## config.mk

```make
export PLATFORM = sky130hd
export DESIGN_NAME = tts_mul
export DESIGN_NICKNAME = d
export VERILOG_FILES = /design/src/design/triangle_tangent_space_core_assert.svh /design/src/design/tts_pkg.sv /design/src/design/tts_mul.sv
export SDC_FILE = /design/constraint.sdc
export NUM_CORES = 2
export LEC_CHECK = 0
export BUFFER_PORTS_ARGS = -buffer_cell sky130_fd_sc_hd__buf_2
export CORE_MARGIN = 5
export CORE_UTILIZATION = 42
export DETAILED_ROUTE_END_ITERATION = 8
export GPL_TIMING_DRIVEN = 0
export PLACE_DENSITY = 0.6
export SYNTH_ARGS = -nofsm -noshare
export SYNTH_HDL_FRONTEND = slang
export SYNTH_SLANG_ARGS = --single-unit
```

## constraint.sdc

```tcl
create_clock -name clk_i -period 15.1 [get_ports clk_i]
set_input_delay 3.02 -clock clk_i [delete_from_list [all_inputs] [get_ports clk_i]]
set_output_delay 3.02 -clock clk_i [all_outputs]
set_load 0.01 [all_outputs]
```

## src/design/triangle_tangent_space_core_assert.svh

```systemverilog
// assertion macros shared by the tangent space core
`ifndef TRIANGLE_TANGENT_SPACE_CORE_ASSERT_SVH
`define TRIANGLE_TANGENT_SPACE_CORE_ASSERT_SVH

// checked outside reset
`define TTS_ASSERT(lbl, prop, msg) \
  lbl: assert property (@(posedge clk_i) disable iff (!rst_ni) prop) else $error(msg);

// checked on every edge, reset included
`define TTS_ASSERT_ALWAYS(lbl, prop, msg) \
  lbl: assert property (@(posedge clk_i) prop) else $error(msg);

`endif

```

## src/design/tts_pkg.sv

```systemverilog
package tts_pkg;

  localparam int FRAC_BITS   = 16;
  localparam int COORD_W     = 32;
  localparam int UNIT_W      = FRAC_BITS + 2;
  localparam int OP_W        = COORD_W + 1;
  localparam int PROD_W      = 2 * OP_W;
  localparam int ACC_W       = PROD_W + 2;
  localparam int DEN_W       = PROD_W;
  localparam int NUM_W       = DEN_W + FRAC_BITS;
  localparam int REM_W       = DEN_W + 1;
  localparam int CNT_W       = 7;
  localparam int LONG_STEPS  = NUM_W;
  localparam int SHORT_STEPS = COORD_W + FRAC_BITS;
  localparam int SQRT_STEPS  = COORD_W;
  localparam int IN_W        = 8 * COORD_W;
  localparam int OUT_BITS    = 6 * UNIT_W + 3 * COORD_W;
  localparam int OUT_W       = ((OUT_BITS + 7) / 8) * 8;

  typedef logic signed [COORD_W-1:0] coord_t;
  typedef logic signed [UNIT_W-1:0]  unit_t;
  typedef logic signed [OP_W-1:0]    oper_t;
  typedef logic signed [PROD_W-1:0]  prod_t;
  typedef logic signed [ACC_W-1:0]   acc_t;

  typedef enum logic [2:0] {
    S_IDLE, S_MUL, S_ACC, S_POST, S_ITER, S_UNIT, S_UDIV, S_OUT
  } tts_state_e;

  typedef enum logic [2:0] {
    TK_DET, TK_TAN, TK_BIT, TK_DOT, TK_ORT, TK_SQT, TK_SQN
  } tts_task_e;

  typedef enum logic [1:0] {
    IT_DIV_LONG, IT_DIV_SHORT, IT_SQRT
  } tts_iter_op_e;

  typedef struct packed {
    logic         start;
    tts_iter_op_e op;
  } tts_iter_req_t;

  typedef struct packed {
    logic busy;
    logic done;
  } tts_iter_stat_t;

  // clip a wide signed value to the coordinate range
  function automatic coord_t sat_coord(input acc_t x);
    acc_t hi;
    acc_t lo;
    hi = ACC_W'({1'b0, {(COORD_W-1){1'b1}}});
    lo = -hi - ACC_W'(1);
    if (x > hi)      return coord_t'(hi);
    else if (x < lo) return coord_t'(lo);
    else             return x[COORD_W-1:0];
  endfunction

  // signed result of an unsigned quotient, clipped to the coordinate range
  function automatic coord_t sat_quot(input logic [NUM_W-1:0] q, input logic neg);
    logic [NUM_W-1:0] pmax;
    pmax = NUM_W'({1'b0, {(COORD_W-1){1'b1}}});
    if (!neg) begin
      if (q > pmax) return coord_t'(pmax);
      else          return q[COORD_W-1:0];
    end else begin
      if (q > pmax + NUM_W'(1)) return coord_t'(-(pmax + NUM_W'(1)));
      else                      return coord_t'(-q[COORD_W-1:0]);
    end
  endfunction

  function automatic logic [COORD_W-1:0] mag_coord(input coord_t v);
    if (v[COORD_W-1]) return COORD_W'(-v);
    else              return v;
  endfunction

endpackage

```

## src/design/tts_mul.sv

```systemverilog
module tts_mul (
  input  logic              clk_i,
  input  logic              en_i,
  input  tts_pkg::oper_t    a_i,
  input  tts_pkg::oper_t    b_i,
  output tts_pkg::prod_t    prod_o
);

  tts_pkg::prod_t prod_q;

  always_ff @(posedge clk_i) begin
    if (en_i) begin
      prod_q <= a_i * b_i;
    end
  end

  assign prod_o = prod_q;

endmodule

```

==> results.yml <==
synth:
  synthMostInstantiatedCell: "sky130_fd_sc_hd__fa_1"
  synth_enable_flop_cells: 66
  ys_warn_count: 0
  synth_simple_gate_area_share_pct: 15.5
  netlist_top_cells_area: "sky130_fd_sc_hd__fa_1, sky130_fd_sc_hd__inv_1, sky130_fd_sc_hd__and2_1, sky130_fd_sc_hd__ha_1, sky130_fd_sc_hd__nand2_1"
  synth_async_sr_flop_share_pct: 0
  synthesis.area_um2: 41400
  synth_nets: 5768
  post_synth_top_cells: "sky130_fd_sc_hd__fa_1, sky130_fd_sc_hd__inv_1, sky130_fd_sc_hd__and2_1"
  synth.ff_latch_count: 66
  netlist.top_cell.by_area: "sky130_fd_sc_hd__fa_1"
  synthesized_netlist_cell_count: 4338
  yosysUniqueCellTypes: 80
  synth_largest_type_area_fraction_pct: 55.4
  synth-xor-area-share_pct: 1.44
  post_synth.cell_area_avg_um2: 9.54
  seq_area_frac_synth_pct: 4.79
  synth.area.mux_share_pct: 0
  synth_fa_ha_area_share_pct: 61.9
  synth-compound-area-share_pct: 4.00
  synth_flop_cell: "sky130_fd_sc_hd__edfxtp_1"
  combinational_family_with_the_most_area_after_synthesis: "adder cells"
routing:
  initialDrtViolationCount: 2802
  vias_per_cell: 5.41
  wl_final_mm: 153
  route.vias.total: 31311
  route.detailed.drc: 0
  postRouteAntennaNets: 0
  drtPass1Iterations: 6
  detail_route.wl_per_cell_um: 26.5
sta:
  rsz_0062_raised_after_global_routing: "false"
  post_route_clock_period_utilization_pct: 79.1
  setup_tns_final_ns: 0
  final.min_clock_period_ns: 11.95
  tightest_slew_ns: 1.37
  drv_slew: 0
  hold_violations: 0
  max_freq_ghz: 0.0837
  finish_stage_setup_viols: 0
  slew_headroom_pct: 8.35
clock_tree:
  holdBufCountCts: 0
  post_cts.resized_instances: 0
  cts_max_level: 3
  clockBufferDepth: 2
  cts-buffers-inserted: 9
  clk_pin_slew_ns: 0.06
  tritoncts: "yes"
  post_cts.repair.setup_buffers: 0
  clock_tree.root_cell: "sky130_fd_sc_hd__clkbuf_16"
  clock_sink_count: 66
die:
  floorplan.core_area_um2: 98100
  die_width_um: 324
  dieArea_um2: 105000
  floorplan.rows: 115
  i_o_pin_cnt: 134
  die_height_um: 324
  floorplan.initialDensity_pct: 42.2
setup_path:
  critPathMaxStageDelay_ns: 1.26
  critPathMostFrequentCell: "sky130_fd_sc_hd__fa_1"
  worst-endpoint-required_ns: 15.19
  worstSetupStartpointType: "primary input"
  crit_arrival_ns: 12.04
  worst-path-max-fanout: 17
  critical_path.n_buffers_inverters: 6
  critPathCaptureType: "register"
  critical_path.top_delay_family: "adder cells"
  critical_path.cell_chain: "buf_2 -> clkbuf_1 -> nand2_1 -> inv_1 -> fa_1 -> fa_1 -> fa_1 -> fa_1 -> fa_1 -> fa_1 -> fa_1 -> inv_1 -> fa_1 -> inv_1 -> ha_1 -> clkbuf_1 -> and3_1 -> nand3_1 -> nand2b_1 -> a2111oi_4 -> a211oi_4 -> a21o_2 -> a211oi_2 -> a211oi_2"
  path_class: "in -> reg"
  cpMaxStageDelayCell: "sky130_fd_sc_hd__fa_1"
global_route:
  pin_count_of_the_biggest_net_entering_global_routing: 67
  via_count_of_the_first_global_routing_pass: 33391
  global_route.overflow_total: 0
  grt_pass1_wl_mm: 222
  antenna_found_initial: 28
  track_usage_pct: 29.8
placed_design:
  dpl.hpwl_mm: 129
  place.port_buffers: 133
  gpl.final_weighted_congestion: 1.02
cells_and_area:
  drive_above_1_share_pct: 4.39
  fin_nets: 5912
  ff_latch_area_um2: 1980
  number_of_flip_flops_under_the_largest_register_name: 66
  area_taken_by_multi_input_logic_gates_um2: 34300
  flow.area_growth_from_synthesis_pct: 6.25
  layout.filler_cells: 9725
min_path:
  timing.hold.worst.class: "in -> reg"
  worst_hold_path.num_cells: 2
  min_delay_worst_endpoint: "prod_o[0]$_DFFE_PP_"
  hp-start: "a_i[0]"
run:
  drv.max_cap_violation_count: 0
outcome:
  status: "finished, final reports clean"
cell usage in the layout, fill, tap and decap left out, types with 36 or more instances in the layout:
cell type,count
sky130_fd_sc_hd__a21o_1,36
sky130_fd_sc_hd__a21oi_1,57
sky130_fd_sc_hd__and2_1,562
sky130_fd_sc_hd__buf_2,143
sky130_fd_sc_hd__clkbuf_1,208
sky130_fd_sc_hd__edfxtp_1,66
sky130_fd_sc_hd__fa_1,1145
sky130_fd_sc_hd__ha_1,217
sky130_fd_sc_hd__inv_1,1131
sky130_fd_sc_hd__nand2_1,551
sky130_fd_sc_hd__nor2_1,68
sky130_fd_sc_hd__xnor2_1,43
layer usage:
layer | vias to the layer above | share of wire, % | global-route usage (%)
met4 | 4 | 9.6 | 21.8
met3 | 523 | 9.0 | 5.37
met5 | - | 0.017 | 0
met2 | 1804 | 45 | 46.8
met1 | 16268 | 36 | 37.1
li1 | 12712 | - | -
worst max-delay path by stage:
stage | startpoint | depth (start not counted) | to
finish | a_i[32] | 24 | prod_o[62]$_DFFE_PP_
global route | a_i[32] | 24 | prod_o[62]$_DFFE_PP_
CTS | a_i[32] | 24 | prod_o[62]$_DFFE_PP_
global placement | a_i[32] | 24 | prod_o[62]$_DFFE_PP_
detailed placement | a_i[32] | 24 | prod_o[62]$_DFFE_PP_
floorplan | a_i[32] | 23 | prod_o[62]$_DFFE_PP_
metrics by stage:
step / std cells / hold WS [ns] / worst slack (ns) / cell area, um2 / util, %
final: 5787 / 3.15 / 3.15 / 44000 / 44.8
after global routing: 5775 / 3.12 / 2.77 / 44000 / 44.8
after CTS: 5774 / 3.11 / 3.21 / 43900 / 44.8
after detailed placement: 5758 / 3.43 / 2.84 / 43700 / 44.5
after global placement: 5758 / 3.43 / 2.87 / 43700 / 44.5
after floorplan: 4338 / 3.13 / 4.71 / 41400 / -
cell families (layout without fill, tap and decap cells):
family / count (synthesis) / in the layout
other: 0 / 13
buffers and inverters: 1352 / 1501
AO/OA/AOI/OAI: 219 / 219
flip-flops: 66 / 66
XOR/XNOR: 68 / 68
AND/OR/NAND/NOR: 1271 / 1271
adder cells (fa/ha/maj): 1362 / 1362
layout make-up:
type,count,share of cell area (%)
Multi-Input combinational cell,2920,78.0
Inverter,1131,9.65
Sequential cell,66,4.51
Tap cell,1287,3.66
Buffer,221,1.93
Timing Repair Buffer,133,1.52
Clock buffer,9,0.512
Clock inverter,7,0.117
Antenna cell,13,0.0740
Power is not shown: default switching activity piles up to over one toggle a cycle in this logic, so the estimate is an artifact.
