**config.mk**
```make
export PLATFORM = sky130hd
export DESIGN_NAME = tts_iter
export DESIGN_NICKNAME = d
export VERILOG_FILES = /design/src/design/triangle_tangent_space_core_assert.svh /design/src/design/tts_pkg.sv /design/src/design/tts_iter.sv
export SDC_FILE = /design/constraint.sdc
export NUM_CORES = 1
export LEC_CHECK = 0
export BUFFER_PORTS_ARGS = -buffer_cell sky130_fd_sc_hd__buf_2
export CAP_MARGIN = 20
export CORE_MARGIN = 4
export CORE_UTILIZATION = 50
export DETAILED_ROUTE_END_ITERATION = 8
export PLACE_DENSITY = 0.68
export SYNTH_ARGS = -nofsm -noshare
export SYNTH_HDL_FRONTEND = slang
export SYNTH_SLANG_ARGS = --single-unit
```
**constraint.sdc**
```tcl
create_clock -name clk_i -period 5.45 [get_ports clk_i]
set_input_delay 0 -clock clk_i [delete_from_list [all_inputs] [get_ports clk_i]]
set_output_delay 0 -clock clk_i [all_outputs]
set_load 0.005 [all_outputs]
```
**src/design/triangle_tangent_space_core_assert.svh**
```systemverilog
// assertion macros shared by the tangent space core
`ifndef TRIANGLE_TANGENT_SPACE_CORE_ASSERT_SVH
`define TRIANGLE_TANGENT_SPACE_CORE_ASSERT_SVH

// checked outside reset
`define TTS_ASSERT(lbl, prop, msg) \
  lbl: assert property (@(posedge clk_i) disable iff (!rst_ni) prop) else $error(msg);

// checked on every edge, reset included
`define TTS_ASSERT_ALWAYS(lbl, prop, msg) \
  lbl: assert property (@(posedge clk_i) prop) else $error(msg);

`endif

```
**src/design/tts_pkg.sv**
```systemverilog
package tts_pkg;

  localparam int FRAC_BITS   = 16;
  localparam int COORD_W     = 32;
  localparam int UNIT_W      = FRAC_BITS + 2;
  localparam int OP_W        = COORD_W + 1;
  localparam int PROD_W      = 2 * OP_W;
  localparam int ACC_W       = PROD_W + 2;
  localparam int DEN_W       = PROD_W;
  localparam int NUM_W       = DEN_W + FRAC_BITS;
  localparam int REM_W       = DEN_W + 1;
  localparam int CNT_W       = 7;
  localparam int LONG_STEPS  = NUM_W;
  localparam int SHORT_STEPS = COORD_W + FRAC_BITS;
  localparam int SQRT_STEPS  = COORD_W;
  localparam int IN_W        = 8 * COORD_W;
  localparam int OUT_BITS    = 6 * UNIT_W + 3 * COORD_W;
  localparam int OUT_W       = ((OUT_BITS + 7) / 8) * 8;

  typedef logic signed [COORD_W-1:0] coord_t;
  typedef logic signed [UNIT_W-1:0]  unit_t;
  typedef logic signed [OP_W-1:0]    oper_t;
  typedef logic signed [PROD_W-1:0]  prod_t;
  typedef logic signed [ACC_W-1:0]   acc_t;

  typedef enum logic [2:0] {
    S_IDLE, S_MUL, S_ACC, S_POST, S_ITER, S_UNIT, S_UDIV, S_OUT
  } tts_state_e;

  typedef enum logic [2:0] {
    TK_DET, TK_TAN, TK_BIT, TK_DOT, TK_ORT, TK_SQT, TK_SQN
  } tts_task_e;

  typedef enum logic [1:0] {
    IT_DIV_LONG, IT_DIV_SHORT, IT_SQRT
  } tts_iter_op_e;

  typedef struct packed {
    logic         start;
    tts_iter_op_e op;
  } tts_iter_req_t;

  typedef struct packed {
    logic busy;
    logic done;
  } tts_iter_stat_t;

  // clip a wide signed value to the coordinate range
  function automatic coord_t sat_coord(input acc_t x);
    acc_t hi;
    acc_t lo;
    hi = ACC_W'({1'b0, {(COORD_W-1){1'b1}}});
    lo = -hi - ACC_W'(1);
    if (x > hi)      return coord_t'(hi);
    else if (x < lo) return coord_t'(lo);
    else             return x[COORD_W-1:0];
  endfunction

  // signed result of an unsigned quotient, clipped to the coordinate range
  function automatic coord_t sat_quot(input logic [NUM_W-1:0] q, input logic neg);
    logic [NUM_W-1:0] pmax;
    pmax = NUM_W'({1'b0, {(COORD_W-1){1'b1}}});
    if (!neg) begin
      if (q > pmax) return coord_t'(pmax);
      else          return q[COORD_W-1:0];
    end else begin
      if (q > pmax + NUM_W'(1)) return coord_t'(-(pmax + NUM_W'(1)));
      else                      return coord_t'(-q[COORD_W-1:0]);
    end
  endfunction

  function automatic logic [COORD_W-1:0] mag_coord(input coord_t v);
    if (v[COORD_W-1]) return COORD_W'(-v);
    else              return v;
  endfunction

endpackage

```
**src/design/tts_iter.sv**
```systemverilog
module tts_iter (
  input  logic                        clk_i,
  input  logic                        rst_ni,
  input  tts_pkg::tts_iter_req_t      req_i,
  input  logic [tts_pkg::NUM_W-1:0]   num_i,
  input  logic [tts_pkg::DEN_W-1:0]   den_i,
  output tts_pkg::tts_iter_stat_t     stat_o,
  output logic [tts_pkg::NUM_W-1:0]   quot_o
);

  logic                        busy_q, done_q, sqrt_q;
  logic [tts_pkg::CNT_W-1:0]   cnt_q;
  logic [tts_pkg::NUM_W-1:0]   num_q, quot_q;
  logic [tts_pkg::DEN_W-1:0]   den_q;
  logic [tts_pkg::REM_W-1:0]   rem_q;
  logic [tts_pkg::REM_W-1:0]   r_div, r_sq, r_cur, trial, diff;
  logic                        ge;
  logic [tts_pkg::CNT_W-1:0]   steps;

  // restoring divide: one quotient bit a cycle; root: one result bit a cycle
  always_comb begin
    r_div = {rem_q[tts_pkg::REM_W-2:0], num_q[tts_pkg::NUM_W-1]};
    r_sq  = {rem_q[tts_pkg::REM_W-3:0], num_q[tts_pkg::NUM_W-1 -: 2]};
    r_cur = sqrt_q ? r_sq : r_div;
    trial = sqrt_q ? {quot_q[tts_pkg::REM_W-3:0], 2'b01} : {1'b0, den_q};
    ge    = (r_cur >= trial);
    diff  = r_cur - trial;
  end

  always_comb begin
    case (req_i.op)
      tts_pkg::IT_DIV_LONG:  steps = tts_pkg::CNT_W'(tts_pkg::LONG_STEPS);
      tts_pkg::IT_DIV_SHORT: steps = tts_pkg::CNT_W'(tts_pkg::SHORT_STEPS);
      tts_pkg::IT_SQRT:      steps = tts_pkg::CNT_W'(tts_pkg::SQRT_STEPS);
      default:               steps = tts_pkg::CNT_W'(tts_pkg::LONG_STEPS);
    endcase
  end

  always_ff @(posedge clk_i or negedge rst_ni) begin
    if (!rst_ni) begin
      busy_q <= 1'b0;
      done_q <= 1'b0;
      cnt_q  <= '0;
    end else begin
      done_q <= 1'b0;
      if (req_i.start && !busy_q) begin
        busy_q <= 1'b1;
        cnt_q  <= steps;
      end else if (busy_q) begin
        cnt_q <= cnt_q - tts_pkg::CNT_W'(1);
        if (cnt_q == tts_pkg::CNT_W'(1)) begin
          busy_q <= 1'b0;
          done_q <= 1'b1;
        end
      end
    end
  end

  always_ff @(posedge clk_i) begin
    if (req_i.start && !busy_q) begin
      sqrt_q <= (req_i.op == tts_pkg::IT_SQRT);
      num_q  <= num_i;
      den_q  <= den_i;
      rem_q  <= '0;
      quot_q <= '0;
    end else if (busy_q) begin
      rem_q  <= ge ? diff : r_cur;
      quot_q <= {quot_q[tts_pkg::NUM_W-2:0], ge};
      num_q  <= sqrt_q ? (num_q << 2) : (num_q << 1);
    end
  end

  assign stat_o.busy = busy_q;
  assign stat_o.done = done_q;
  assign quot_o      = quot_q;

endmodule

```
==> impl_summary.log, run 1 <==
INFO  metric final_nets = about 2,400
INFO  metric die_area = 37,900 µm²
INFO  metric synthDominantAreaCellType = sky130_fd_sc_hd__edfxtp_1
INFO  metric sequentialPowerShare = 0.304
INFO  metric areal_power_density_over_the_cells = about 630 nW/µm²
INFO  metric avgViaCountPerCell = approximately 5.6
INFO  metric cp_slowest_stage_delay = 0.44 ns
INFO  metric period_utilization_post_route = 0.852
INFO  metric synth-seq-cells = approximately 300
INFO  metric cts.repair.resized = 0
INFO  metric synth_fp_nets = 2,086
INFO  metric synth-main-ff-cell = sky130_fd_sc_hd__edfxtp_1
INFO  metric max_fo_critical_path = 37
INFO  metric synth-edff-count = between 100 and 150
INFO  metric stdcell_area = about 22,000 µm²
INFO  metric grt_overflow_total = 0
INFO  metric rr_endpoint = rem_q[57]
INFO  metric num_io_pins = ~240
INFO  metric clock_tree.root_cell = sky130_fd_sc_hd__clkbuf_16
INFO  metric seq_area_frac_synth = 0.440
INFO  metric post_route_cells_drive_above_1_share = 0.181
INFO  metric dpl-instance-area = 18,900 µm²
INFO  metric synthTopCellsByArea = sky130_fd_sc_hd__edfxtp_1, sky130_fd_sc_hd__dfxtp_1, sky130_fd_sc_hd__mux2i_1
INFO  metric first_iter_violations = around 950
INFO  metric reg2reg_slack = between 0.8 and 0.9 ns
INFO  metric swShare = 0.414
INFO  metric gp_routability_congestion = 0.905
INFO  metric grt_first_pass_wirelength = between 70 and 80 mm
INFO  metric routed_vias = approximately 15,000
INFO  metric achievable-frequency = 215 MHz
INFO  metric synthArstFlopShare = 0.0294
INFO  metric required = just under 6 ns
INFO  metric hold_viol_final = 0
INFO  metric first_global_vias = 14,900
INFO  metric switchingPower = around 5.6 mW
INFO  metric io_buffer_count = roughly 240
INFO  metric timing.rr.start = sqrt_q
INFO  metric num_rows = 68
INFO  metric cts-buffers-inserted = 36
INFO  metric worst_ep_arrival_time = around 5.0 ns
INFO  metric min_to = quot_o[58]
INFO  metric initial_core_util = 0.506
INFO  metric pin_count_of_the_biggest_net_entering_global_routing = 133
INFO  metric final_setup_violations = 0
INFO  metric numClockSinks = 306
INFO  metric power_leakage = around 9.2 nW
INFO  metric die_x = 195 µm
INFO  metric detailedPlacementHpwl = around 32 mm
INFO  metric critical_path.n_buffers_inverters = 3
INFO  metric worst_clock_skew = slightly below 0.04 ns
INFO  metric synth_area_per_cell = 9.36 µm²
INFO  metric relSlewSlack = 0.325
INFO  metric met1_use_gr = 0.329
INFO  metric postSynthCellCount = around 1,900
INFO  metric ys_warn_count = 0
INFO  metric globalRoute.busiestLayer = met2
INFO  metric global_route.usage.met3 = 0.0477
INFO  metric fin_crit = ~4.6 ns
INFO  metric cpMaxStageDelayCell = sky130_fd_sc_hd__edfxtp_1
INFO  metric setup-tns-final = 0 ns
INFO  metric worstSetupStartpointType = flop
INFO  metric power_report.internal_total = just under 8 mW
INFO  metric detail_route.drc_violations = 0
INFO  metric post_synth_num_cell_types = 73
INFO  metric die-height = around 190 µm
INFO  metric crit_top_cell = sky130_fd_sc_hd__buf_12
INFO  metric area.sequential = approximately 7700 µm²
INFO  metric hold_path.class = primary input to flop
INFO  metric report.final.slew_viol_count = 0
INFO  metric cts.reportedPaths.clkPinSlew = ~0.06 ns
INFO  metric wl_per_cell = 17.8 µm
INFO  metric met2_usage_grt = 0.403
INFO  metric multiInputGateArea = 9200 µm²
INFO  metric status = complete, no violations
INFO  metric tritoncts_clock_tree = done
INFO  metric max_cap_viol_count = 0
INFO  metric vdd.ir_drop.worst = about 320 µV
INFO  metric htree_levels = 2
INFO  metric crit_path_cell_trace = buf_12, buf_12, mux2_2, ha_1, o21a_1, o211ai_1, a31oi_1, a211o_1, a21oi_1, a21bo_2, a31oi_2, o21ai_4, nand2_2, inv_1, a221o_1
INFO  metric holdPathStages = 3
INFO  metric setup.worst_path.class = flop to flop
INFO  metric buffer_depth_of_the_longest_clock_path = 3
INFO  metric drt.antenna.violating_nets = 0
INFO  metric power.share.combinational = 0.522
INFO  metric clk-insertion-delay-late = 0.53 ns
INFO  metric max_slew.worst_pin.slew = roughly 1.0 ns
INFO  metric syn2layout_area_growth = 24.0%
INFO  metric gr-usage-all-layers = 0.243
INFO  metric cell_area_synth = about 17,000 µm²
INFO  metric firstDrtPassIters = 7
INFO  metric worst-r2r-cell-count = 15
INFO  metric fill_cells = roughly 2,800
INFO  metric rsz0062_at_grt = no
INFO  metric synthDominantCellAreaShare = 0.257
INFO  metric endpoint_kind = flop
INFO  metric finalWirelength = 47.6 mm
INFO  metric share_clk_of_total_power = 0.173
INFO  metric antenna_violations_before_repair = 1
INFO  metric floorplan.core_area = roughly 34,000 µm²
INFO  metric hold_start = req_i[2]
INFO  metric path_delay_family = compound AO/OA/AOI/OAI gates
## power groups by stage
stage | logic (mW) | clock network (mW) | registers, mW
2_1_floorplan | 5.16 | 0 | 3.98
3_3_place_gp | 6.77 | 0 | 4.10
3_5_place_dp | 6.86 | 0 | 4.13
4_1_cts | 7.00 | 2.39 | 4.10
5_1_grt | 7.87 | 2.49 | 4.24
6_report | 7.06 | 2.34 | 4.11
## placed cells by master (no fill, tap or decap), types with 11 or more instances in the layout
| cell | count |
|---|---|
| sky130_fd_sc_hd__a21o_1 | 47 |
| sky130_fd_sc_hd__a21oi_1 | 93 |
| sky130_fd_sc_hd__a31oi_1 | 12 |
| sky130_fd_sc_hd__buf_2 | 236 |
| sky130_fd_sc_hd__buf_4 | 20 |
| sky130_fd_sc_hd__clkbuf_1 | 11 |
| sky130_fd_sc_hd__clkbuf_16 | 36 |
| sky130_fd_sc_hd__dfxtp_1 | 148 |
| sky130_fd_sc_hd__dlygate4sd3_1 | 152 |
| sky130_fd_sc_hd__edfxtp_1 | 149 |
| sky130_fd_sc_hd__ha_1 | 71 |
| sky130_fd_sc_hd__inv_1 | 21 |
| sky130_fd_sc_hd__mux2_2 | 65 |
| sky130_fd_sc_hd__mux2i_1 | 167 |
| sky130_fd_sc_hd__nand2_1 | 361 |
| sky130_fd_sc_hd__nand3_1 | 14 |
| sky130_fd_sc_hd__nand4_1 | 26 |
| sky130_fd_sc_hd__nor2_1 | 55 |
| sky130_fd_sc_hd__nor3_1 | 12 |
| sky130_fd_sc_hd__o21ai_0 | 233 |
| sky130_fd_sc_hd__o21ai_1 | 35 |
| sky130_fd_sc_hd__o21bai_1 | 11 |
| sky130_fd_sc_hd__xnor2_1 | 40 |
| sky130_fd_sc_hd__xor2_1 | 24 |
## cells by family (layout without fill, tap and decap cells)
group	count (synthesis)	in the layout	share of synthesized area
AOI/OAI and AO/OA	511	511	0.175
xor gates and xnor gates	64	64	0.0322
adders and majority gates	72	72	0.0521
buffers and inverters	147	500	0.0339
DFF	306	306	0.440
muxes	232	232	0.138
other	0	1	0
and+or+nand+nor	529	529	0.129
## worst max-delay path by stage
stage                start         to  slack (ns)  cells after the start
floorplan           sqrt_q  rem_q[57]        0.84                     19
global placement    sqrt_q  rem_q[57]        0.91                     15
detailed placement  sqrt_q  rem_q[58]        0.83                     15
CTS                 sqrt_q  rem_q[58]        0.79                     15
global route        sqrt_q  rem_q[57]        0.45                     15
finish              sqrt_q  rem_q[57]        0.81                     15
## worst register-to-register path: stages, from the launching register on
cell and delay, ns:
sky130_fd_sc_hd__edfxtp_1 0.44, sky130_fd_sc_hd__buf_12 0.25, sky130_fd_sc_hd__buf_12 0.27, sky130_fd_sc_hd__mux2_2 0.40, sky130_fd_sc_hd__ha_1 0.42, sky130_fd_sc_hd__o21a_1 0.21, sky130_fd_sc_hd__o211ai_1 0.15, sky130_fd_sc_hd__a31oi_1 0.10
sky130_fd_sc_hd__a211o_1 0.32, sky130_fd_sc_hd__a21oi_1 0.12, sky130_fd_sc_hd__a21bo_2 0.28, sky130_fd_sc_hd__a31oi_2 0.43, sky130_fd_sc_hd__o21ai_4 0.21, sky130_fd_sc_hd__nand2_2 0.43, sky130_fd_sc_hd__inv_1 0.16, sky130_fd_sc_hd__a221o_1 0.34
## synthesized netlist by cell type, drive strengths merged (14+ instances only)
master / n
a21o: 47
a21oi: 96
buf: 23
clkbuf: 101
dfxtp: 148
edfxtp: 149
ha: 71
inv: 22
mux2: 65
mux2i: 167
nand2: 362
nand3: 14
nand4: 27
nor2: 57
o21ai: 270
xnor2: 40
xor2: 24
## routing by layer
layer | vias up | routed length, µm
met5 | - | 0
met4 | 0 | 960
met3 | 69 | 3070
met2 | 470 | 22200
met1 | 7058 | 21400
li1 | 7365 | -
## state kept, by name, summed over array words and instances, names as in the netlist
name and cells:
num_q 82, quot_o 82, den_q 66, rem_q 66
cnt_q 7, busy_q 1, done_q 1, sqrt_q 1
## cell type report
type,instances,share of cell area
multi-input combinational,1408,0.426
sequential,306,0.355
timing repair buffer,412,0.136
clock buffer,49,0.0449
tap,455,0.0264
clock inverter,16,0.00794
inverter,23,0.00411
antenna,1,0.000116
## stage by stage
| step | hold WS (ns) | power, mW | worst slack [ns] | std cells | utilization |
|---|---|---|---|---|---|
| after floorplan | -0.296 | 9.14 | 0.839 | 1861 | - |
| after global placement | -0.133 | 10.9 | 0.913 | 2452 | 0.550 |
| after detailed placement | -0.132 | 11.0 | 0.831 | 2452 | 0.550 |
| after CTS | 0.0517 | 13.5 | 0.792 | 2669 | 0.627 |
| after global routing | 0.0913 | 14.6 | 0.450 | 2670 | 0.627 |
| final | 0.0633 | 13.5 | 0.806 | 2670 | 0.627 |
## repair_timing
| item | CTS | global route |
|---|---|---|
| hold buffers | 152 | 0 |
| buffers inserted | 0 | 0 |
| hold endpoints to repair | 160 | 0 |
Note: power is estimated with default switching activity, not from simulation.
==> run 2: changes to the inputs <==
--- a/config.mk
+++ b/config.mk
@@ -8,9 +8,10 @@
 export BUFFER_PORTS_ARGS = -buffer_cell sky130_fd_sc_hd__buf_2
 export CAP_MARGIN = 20
 export CORE_MARGIN = 4
-export CORE_UTILIZATION = 50
+export CORE_UTILIZATION = 35
 export DETAILED_ROUTE_END_ITERATION = 8
-export PLACE_DENSITY = 0.68
+export PLACE_DENSITY = 0.5
+export REMOVE_ABC_BUFFERS = 1
 export SYNTH_ARGS = -nofsm -noshare
 export SYNTH_HDL_FRONTEND = slang
 export SYNTH_SLANG_ARGS = --single-unit
==> run 2 against run 1 <==
Compared with the run above:
- flip-flop and latch count is the same
- maximum frequency shrank 6.3%
- final cell count grew 8.0%
==> impl_summary.log, run 2 (synthesis results as in run 1) <==
INFO  metric antenna_violations_before_repair = 3 (was 1)
INFO  metric multiInputGateArea = 9200 µm² (unchanged)
INFO  metric firstDrtPassIters = 5 (was 7)
INFO  metric clock_tree.root_cell = sky130_fd_sc_hd__clkbuf_16 (unchanged)
INFO  metric first_global_vias = 15,000 (was 14,900)
INFO  metric initial_core_util = 0.355 (was 0.506)
INFO  metric gr-usage-all-layers = 0.185 (was 0.243)
INFO  metric finalWirelength = 50.2 mm (was 47.6 mm)
INFO  metric worst-r2r-cell-count = 14 (was 15)
INFO  metric final_nets = 2,411 (was 2,412)
INFO  metric path_delay_family = simple AND/OR/NAND/NOR gates (was compound AO/OA/AOI/OAI gates)
INFO  metric num_io_pins = 237 (unchanged)
INFO  metric final_setup_violations = 0 (unchanged)
INFO  metric mostFrequentLayoutCell = sky130_fd_sc_hd__nand2_1 (unchanged)
INFO  metric first_iter_violations = 726 (was 947)
INFO  metric holdPathStages = 3 (unchanged)
INFO  metric numClockSinks = 306 (unchanged)
INFO  metric grt_first_pass_wirelength = 80.9 mm (was 77.6 mm)
INFO  metric grt_overflow_total = 0 (unchanged)
INFO  metric setup.worst_path.class = flop to flop (unchanged)
INFO  metric area.sequential = 7670 µm² (unchanged)
INFO  metric endpoint_kind = flop (unchanged)
INFO  metric reg2reg_slack = 0.49 ns (was 0.81 ns)
INFO  metric layout_common_cells = sky130_fd_sc_hd__nand2_1, sky130_fd_sc_hd__buf_2, sky130_fd_sc_hd__o21ai_0 (unchanged)
INFO  metric die_area = 53,400 µm² (was 37,900 µm²)
INFO  metric fill_cells = 4,817 (was 2,822)
INFO  metric post_cts.repair.setup_buffers = 0 (unchanged)
INFO  metric share_clk_of_total_power = 0.190 (was 0.173)
INFO  metric crit_top_cell = sky130_fd_sc_hd__buf_4 (was sky130_fd_sc_hd__buf_12)
INFO  metric dpl-instance-area = 19,200 µm² (was 18,900 µm²)
INFO  metric clk-insertion-delay-late = 0.56 ns (was 0.53 ns)
INFO  metric post_route_cells_drive_above_1_share = 0.184 (was 0.181)
INFO  metric finalPower = 13.8 mW (was 13.5 mW)
INFO  metric worstSetupStartpointType = flop (unchanged)
INFO  metric wl_per_cell = 17.4 µm (was 17.8 µm)
INFO  metric buffer_depth_of_the_longest_clock_path = 3 (unchanged)
INFO  metric hold_path.class = primary input to flop (unchanged)
INFO  metric power.share.combinational = 0.510 (was 0.522)
INFO  metric htree_levels = 2 (unchanged)
INFO  metric detailedPlacementHpwl = 34.5 mm (was 31.6 mm)
INFO  metric fin_crit = 4.96 ns (was 4.64 ns)
INFO  metric status = complete, no violations (unchanged)
INFO  metric swShare = 0.413 (was 0.414)
INFO  metric worst_clock_skew = 0.0225 ns (was 0.0397 ns)
INFO  metric power_report.internal_total = 8.08 mW (was 7.93 mW)
INFO  metric stdcell_area = 22,000 µm² (was 21,600 µm²)
INFO  metric die-height = 231 µm (was 195 µm)
INFO  metric tritoncts_clock_tree = done (unchanged)
INFO  metric rsz0062_at_grt = no (unchanged)
INFO  metric syn2layout_area_growth = 26.1% (was 24.0%)
INFO  metric hold_viol_final = 0 (unchanged)
INFO  metric gp_routability_congestion = 0.887 (was 0.905)
INFO  metric vdd.ir_drop.worst = 324 µV (was 317 µV)
INFO  metric critical_path.n_buffers_inverters = 4 (was 3)
INFO  metric cts.repair.resized = 0 (unchanged)
INFO  metric io_buffer_count = 236 (unchanged)
INFO  metric detail_route.drc_violations = 0 (unchanged)
INFO  metric power_leakage = 9.21 nW (was 9.17 nW)
INFO  metric switchingPower = 5.69 mW (was 5.59 mW)
INFO  metric crit_path_cell_trace = buf_12, buf_4, mux2_2, ha_1, and3_1, and4_1, nand3_1, nor4_1, a311oi_1, o21a_1, buf_4, nand2_1, inv_1, a221o_1 (was buf_12, buf_12, mux2_2, ha_1, o21a_1, o211ai_1, a31oi_1, a211o_1, a21oi_1, a21bo_2, a31oi_2, o21ai_4, nand2_2, inv_1, a221o_1)
INFO  metric min_to = quot_o[14] (was quot_o[58])
INFO  metric cpMaxStageDelayCell = sky130_fd_sc_hd__nor4_1 (was sky130_fd_sc_hd__edfxtp_1)
INFO  metric die_x = 231 µm (was 195 µm)
INFO  metric worst_ep_arrival_time = 5.40 ns (was 5.04 ns)
INFO  metric achievable-frequency = 202 MHz (was 215 MHz)
INFO  metric report.final.slew_viol_count = 0 (unchanged)
INFO  metric routed_vias = 14,800 (was 15,000)
INFO  metric avgViaCountPerCell = 5.15 (was 5.60)
INFO  metric period_utilization_post_route = 0.909 (was 0.852)
INFO  metric rr_endpoint = rem_q[57] (unchanged)
INFO  metric max_slew.worst_pin.slew = 0.929 ns (was 1.01 ns)
INFO  metric cts-buffers-inserted = 38 (was 36)
INFO  metric cts.reportedPaths.clkPinSlew = 0.06 ns (about the same)
INFO  metric timing.rr.start = sqrt_q (unchanged)
INFO  metric pin_count_of_the_biggest_net_entering_global_routing = 142 (was 133)
INFO  metric required = 5.90 ns (was 5.85 ns)
INFO  metric max_cap_viol_count = 0 (unchanged)
INFO  metric sequentialPowerShare = 0.300 (was 0.304)
INFO  metric areal_power_density_over_the_cells = 627 nW/µm² (was 626 nW/µm²)
INFO  metric relSlewSlack = 0.381 (was 0.325)
INFO  metric num_rows = 81 (was 68)
INFO  metric max_fo_critical_path = 63 (was 37)
INFO  metric drt.antenna.violating_nets = 0 (unchanged)
INFO  metric floorplan.core_area = 49,100 µm² (was 34,500 µm²)
INFO  metric hold_start = req_i[2] (unchanged)
INFO  metric cp_slowest_stage_delay = 0.69 ns (was 0.44 ns)
run 2: cell count changes in the layout (fill, tap and decap cells not counted), moves of 3 or more:
cell,change
sky130_fd_sc_hd__clkinv_2,+4
sky130_fd_sc_hd__clkinv_1,-4
sky130_fd_sc_hd__buf_4,-3
sky130_fd_sc_hd__inv_6,+4
run 2: worst reg2reg max path: cells and delay by family, from the launching register on:
kind,cells,cell delay [ns]
AOI/OAI and AO/OA,3,1.03
DFF,1,0.39
and+or+nand+nor,5,1.52
muxes,1,0.39
adders and majority gates,1,0.44
buffers and inverters,4,1.08
run 2: worst max path at each step:
| stage | from | endpoint | slack, ns | depth (start not counted) |
|---|---|---|---|---|
| after global routing | sqrt_q | rem_q[58] | 0.18 | 14 |
| after detailed placement | sqrt_q | rem_q[60] | 0.42 | 14 |
| after floorplan | sqrt_q | rem_q[47] | -6.21 | 13 |
| after global placement | sqrt_q | rem_q[58] | 0.39 | 14 |
| after CTS | sqrt_q | rem_q[57] | 0.41 | 14 |
| final | sqrt_q | rem_q[57] | 0.49 | 14 |
run 2: metal layers:
metal / wire length [µm] / track usage / share of wire
met1: 23300 / 0.247 / 0.47
met2: 22900 / 0.299 / 0.46
met3: 2780 / 0.0454 / 0.055
met4: 1210 / 0.0506 / 0.024
met5: 0 / 0 / 0
run 2: timing repair:
item / 4_1_cts / 5_1_grt
endpoints found under the hold margin: 161 / 0
hold buffers: 153 / 0
endpoints found under the setup margin: 0 / 0
run 2: cell type report:
class / count / area share
Clock buffer: 50 / 0.0462
Inverter: 23 / 0.00421
Clock inverter: 20 / 0.0118
Sequential cell: 306 / 0.349
Timing Repair Buffer: 409 / 0.132
Multi-Input combinational cell: 1408 / 0.419
Antenna cell: 3 / 0.000342
Tap cell: 664 / 0.0378
run 2: per-stage QoR:
step	utilization	worst slack [ns]	TNS [ns]	cells	hold WS, ns
global placement	0.391	0.388	0	2657	-0.131
floorplan	-	-6.21	-1081.28	1737	-0.296
global route	0.448	0.185	0	2883	0.0774
finish	0.448	0.493	0	2883	0.0678
CTS	0.448	0.406	0	2880	0.0467
detailed placement	0.391	0.416	0	2657	-0.132
run 2: power by group through the flow:
stage	Combinational (mW)	Clock (mW)	Sequential [mW]
global placement	6.87	0	4.16
CTS	7.05	2.71	4.14
finish	7.02	2.62	4.13
global route	7.94	2.79	4.26
detailed placement	6.92	0	4.17
floorplan	5.10	0	4.02
==> run 3: changes to the inputs <==
--- a/config.mk
+++ b/config.mk
@@ -8,9 +8,9 @@
 export BUFFER_PORTS_ARGS = -buffer_cell sky130_fd_sc_hd__buf_2
 export CAP_MARGIN = 20
 export CORE_MARGIN = 4
-export CORE_UTILIZATION = 35
+export CORE_UTILIZATION = 55
 export DETAILED_ROUTE_END_ITERATION = 8
-export PLACE_DENSITY = 0.5
+export PLACE_DENSITY = 0.74
 export REMOVE_ABC_BUFFERS = 1
 export SYNTH_ARGS = -nofsm -noshare
 export SYNTH_HDL_FRONTEND = slang
==> run 3 against run 2 <==
Compared with the run above:
- sequential share of layout area up 0.85 points
- utilization is 25 points higher
- maximum frequency shrank 0.93%
- via count grew 1.9%
- hold slack worse by 0.037 ns
- critical path depth stayed put
- sequential power about the same
- routed wire length decreased by 4.4%
- clock power shrank 13%
- setup slack worse by 0.047 ns
- combinational power barely moved
- critical path type unchanged
- critical endpoint is now rem_q[60]
==> impl_summary.log, run 3 (synthesis results as in run 1) <==
INFO  metric avgViaCountPerCell = 5.82 (was 5.15)
INFO  metric hold_viol_final = 0 (unchanged)
INFO  metric worst_ep_arrival_time = 5.41 ns (was 5.40 ns)
INFO  metric achievable-frequency = 200 MHz (was 202 MHz)
INFO  metric detail_route.drc_violations = 0 (unchanged)
INFO  metric fin_crit = 5.00 ns (was 4.96 ns)
INFO  metric gp_routability_congestion = 0.955 (was 0.887)
INFO  metric final_nets = 2,401 (was 2,411)
INFO  metric cts_hold_repair.buffers = 151 (was 153)
INFO  metric numClockSinks = 306 (unchanged)
INFO  metric vdd.ir_drop.worst = 310 µV (was 324 µV)
INFO  metric crit_path_cell_trace = buf_12, mux2_2, ha_1, a21oi_1, o221ai_1, a211oi_1, o211ai_1, a31o_2, a21bo_2, a31oi_2, o21ai_4, nand2_2, inv_1, a221o_1 (was buf_12, buf_4, mux2_2, ha_1, and3_1, and4_1, nand3_1, nor4_1, a311oi_1, o21a_1, buf_4, nand2_1, inv_1, a221o_1)
INFO  metric global_route.usage.met3 = 0.0569 (was 0.0454)
INFO  metric syn2layout_area_growth = 23.1% (was 26.1%)
INFO  metric worstSetupStartpointType = flop (unchanged)
INFO  metric pin_count_of_the_biggest_net_entering_global_routing = 230 (was 142)
INFO  metric drt.antenna.violating_nets = 0 (unchanged)
INFO  metric setup.worst_path.class = flop to flop (unchanged)
INFO  metric cts-buffers-inserted = 35 (was 38)
INFO  metric max_cap_viol_count = 0 (unchanged)
INFO  metric first_global_vias = 14,800 (was 15,000)
INFO  metric die_area = 34,600 µm² (was 53,400 µm²)
INFO  metric period_utilization_post_route = 0.918 (was 0.909)
INFO  metric status = complete, no violations (unchanged)
INFO  metric endpoint_kind = flop (unchanged)
INFO  metric grt_first_pass_wirelength = 76.9 mm (was 80.9 mm)
INFO  metric initial_core_util = 0.564 (was 0.355)
INFO  metric die-height = 186 µm (was 231 µm)
INFO  metric die_x = 186 µm (was 231 µm)
INFO  metric met1_use_gr = 0.361 (was 0.247)
INFO  metric first_iter_violations = 1,146 (was 726)
INFO  metric layout_common_cells = sky130_fd_sc_hd__nand2_1, sky130_fd_sc_hd__buf_2, sky130_fd_sc_hd__o21ai_0 (unchanged)
INFO  metric cp_slowest_stage_delay = 0.50 ns (was 0.69 ns)
INFO  metric critical_path.n_buffers_inverters = 2 (was 4)
INFO  metric startpoint = sqrt_q (unchanged)
INFO  metric clock_tree.root_cell = sky130_fd_sc_hd__clkbuf_16 (unchanged)
INFO  metric post_cts.repair.setup_buffers = 0 (unchanged)
INFO  metric cts.reportedPaths.clkPinSlew = 0.06 ns (about the same)
INFO  metric antenna_violations_before_repair = 1 (was 3)
INFO  metric rsz0062_at_grt = no (unchanged)
INFO  metric wl_per_cell = 18.4 µm (was 17.4 µm)
INFO  metric final_setup_violations = 0 (unchanged)
INFO  metric met2_usage_grt = 0.440 (was 0.299)
INFO  metric power_leakage = 9.11 nW (was 9.21 nW)
INFO  metric gr-usage-all-layers = 0.270 (was 0.185)
INFO  metric num_io_pins = 237 (unchanged)
INFO  metric cts.repair.resized = 0 (unchanged)
INFO  metric finalPower = 13.5 mW (was 13.8 mW)
INFO  metric relSlewSlack = 0.248 (was 0.381)
INFO  metric report.final.slew_viol_count = 0 (unchanged)
INFO  metric tritoncts_clock_tree = done (unchanged)
INFO  metric required = 5.85 ns (was 5.90 ns)
INFO  metric globalRoute.busiestLayer = met2 (unchanged)
INFO  metric areal_power_density_over_the_cells = 628 nW/µm² (was 627 nW/µm²)
INFO  metric mostFrequentLayoutCell = sky130_fd_sc_hd__nand2_1 (unchanged)
INFO  metric max_fo_critical_path = 76 (was 63)
INFO  metric stdcell_area = 21,400 µm² (was 22,000 µm²)
INFO  metric grt_overflow_total = 0 (unchanged)
INFO  metric hold_path.class = primary input to flop (unchanged)
INFO  metric post_route_cells_drive_above_1_share = 0.179 (was 0.184)
INFO  metric firstDrtPassIters = 5 (unchanged)
INFO  metric dpl-instance-area = 18,800 µm² (was 19,200 µm²)
INFO  metric io_buffer_count = 236 (unchanged)
INFO  metric clk-insertion-delay-late = 0.52 ns (was 0.56 ns)
INFO  metric finalWirelength = 48.0 mm (was 50.2 mm)
INFO  metric routed_vias = 15,100 (was 14,800)
INFO  metric hold_start = req_i[0] (was req_i[2])
INFO  metric htree_levels = 2 (unchanged)
INFO  metric cpMaxStageDelayCell = sky130_fd_sc_hd__edfxtp_1 (was sky130_fd_sc_hd__nor4_1)
INFO  metric buffer_depth_of_the_longest_clock_path = 3 (unchanged)
INFO  metric path_delay_family = compound AO/OA/AOI/OAI gates (was simple AND/OR/NAND/NOR gates)
INFO  metric max_slew.worst_pin.slew = 1.13 ns (was 0.929 ns)
INFO  metric setup-tns-final = 0 ns (unchanged)
INFO  metric worst_clock_skew = 0.0255 ns (was 0.0225 ns)
INFO  metric floorplan.core_area = 30,900 µm² (was 49,100 µm²)
INFO  metric detailedPlacementHpwl = 29.8 mm (was 34.5 mm)
INFO  metric timing.rr.start = sqrt_q (unchanged)
INFO  metric num_rows = 64 (was 81)
[run 3: changes by cell type in the layout (fill, tap and decap cells not counted), moves of 2 or more]
cell / delta
sky130_fd_sc_hd__clkbuf_16: -2
sky130_fd_sc_hd__buf_12: +3
sky130_fd_sc_hd__clkbuf_1: +2
sky130_fd_sc_hd__dlygate4sd3_1: -2
sky130_fd_sc_hd__clkbuf_8: +3
sky130_fd_sc_hd__clkinv_2: -3
sky130_fd_sc_hd__buf_4: -8
sky130_fd_sc_hd__bufinv_16: -4
sky130_fd_sc_hd__inv_6: -4
[run 3: tightest hold or removal path, stage by stage]
cell and delay, ns:
sky130_fd_sc_hd__buf_2 0.09, sky130_fd_sc_hd__inv_1 0.07, sky130_fd_sc_hd__ha_1 0.23
[run 3: area by class of cell]
| type | instances | area [µm²] |
|---|---|---|
| multi-input cells | 1408 | 9200 |
| clock buffers | 53 | 1010 |
| flip-flops and latches | 306 | 7670 |
| well taps | 396 | 495 |
| inverters | 23 | 88.8 |
| diodes | 2 | 5.00 |
| repair buffers | 402 | 2880 |
| fillers | 2384 | 9460 |
| clock inverters | 11 | 98.8 |
[run 3: path summary, 6_finish.rpt]
kind                       cells after the start        end  slack, ns
min                                            3     sqrt_q       0.03
min in group asynchronous                      3     done_q       0.48
max reg2reg                                   14  rem_q[60]       0.45
max in group asynchronous                      3     busy_q       4.64
min reg2reg                                    2  rem_q[29]       0.46
max                                           14  rem_q[60]       0.45
[run 3: per-layer routing]
| layer | vias to the layer above | wire [µm] |
|---|---|---|
| met5 | - | 0 |
| met2 | 529 | 22300 |
| met3 | 116 | 3390 |
| met4 | 0 | 1500 |
| li1 | 7361 | - |
| met1 | 7127 | 20800 |
[run 3: where the power goes]
group          switching [mW]  internal (mW)  total, mW
clock network           0.938           1.34       2.28
registers               0.694           3.44       4.14
logic                    3.98           3.07       7.05
[run 3: metrics by stage]
stage / utilization / setup WS (ns) / hold WS (ns) / cells
after global placement: 0.608 / 0.679 / -0.137 / 2383
after global routing: 0.694 / 0.161 / 0.0339 / 2600
after detailed placement: 0.608 / 0.501 / -0.130 / 2383
after floorplan: - / -6.21 / -0.296 / 1737
after CTS: 0.693 / 0.484 / 0.0390 / 2598
final: 0.694 / 0.447 / 0.0312 / 2601
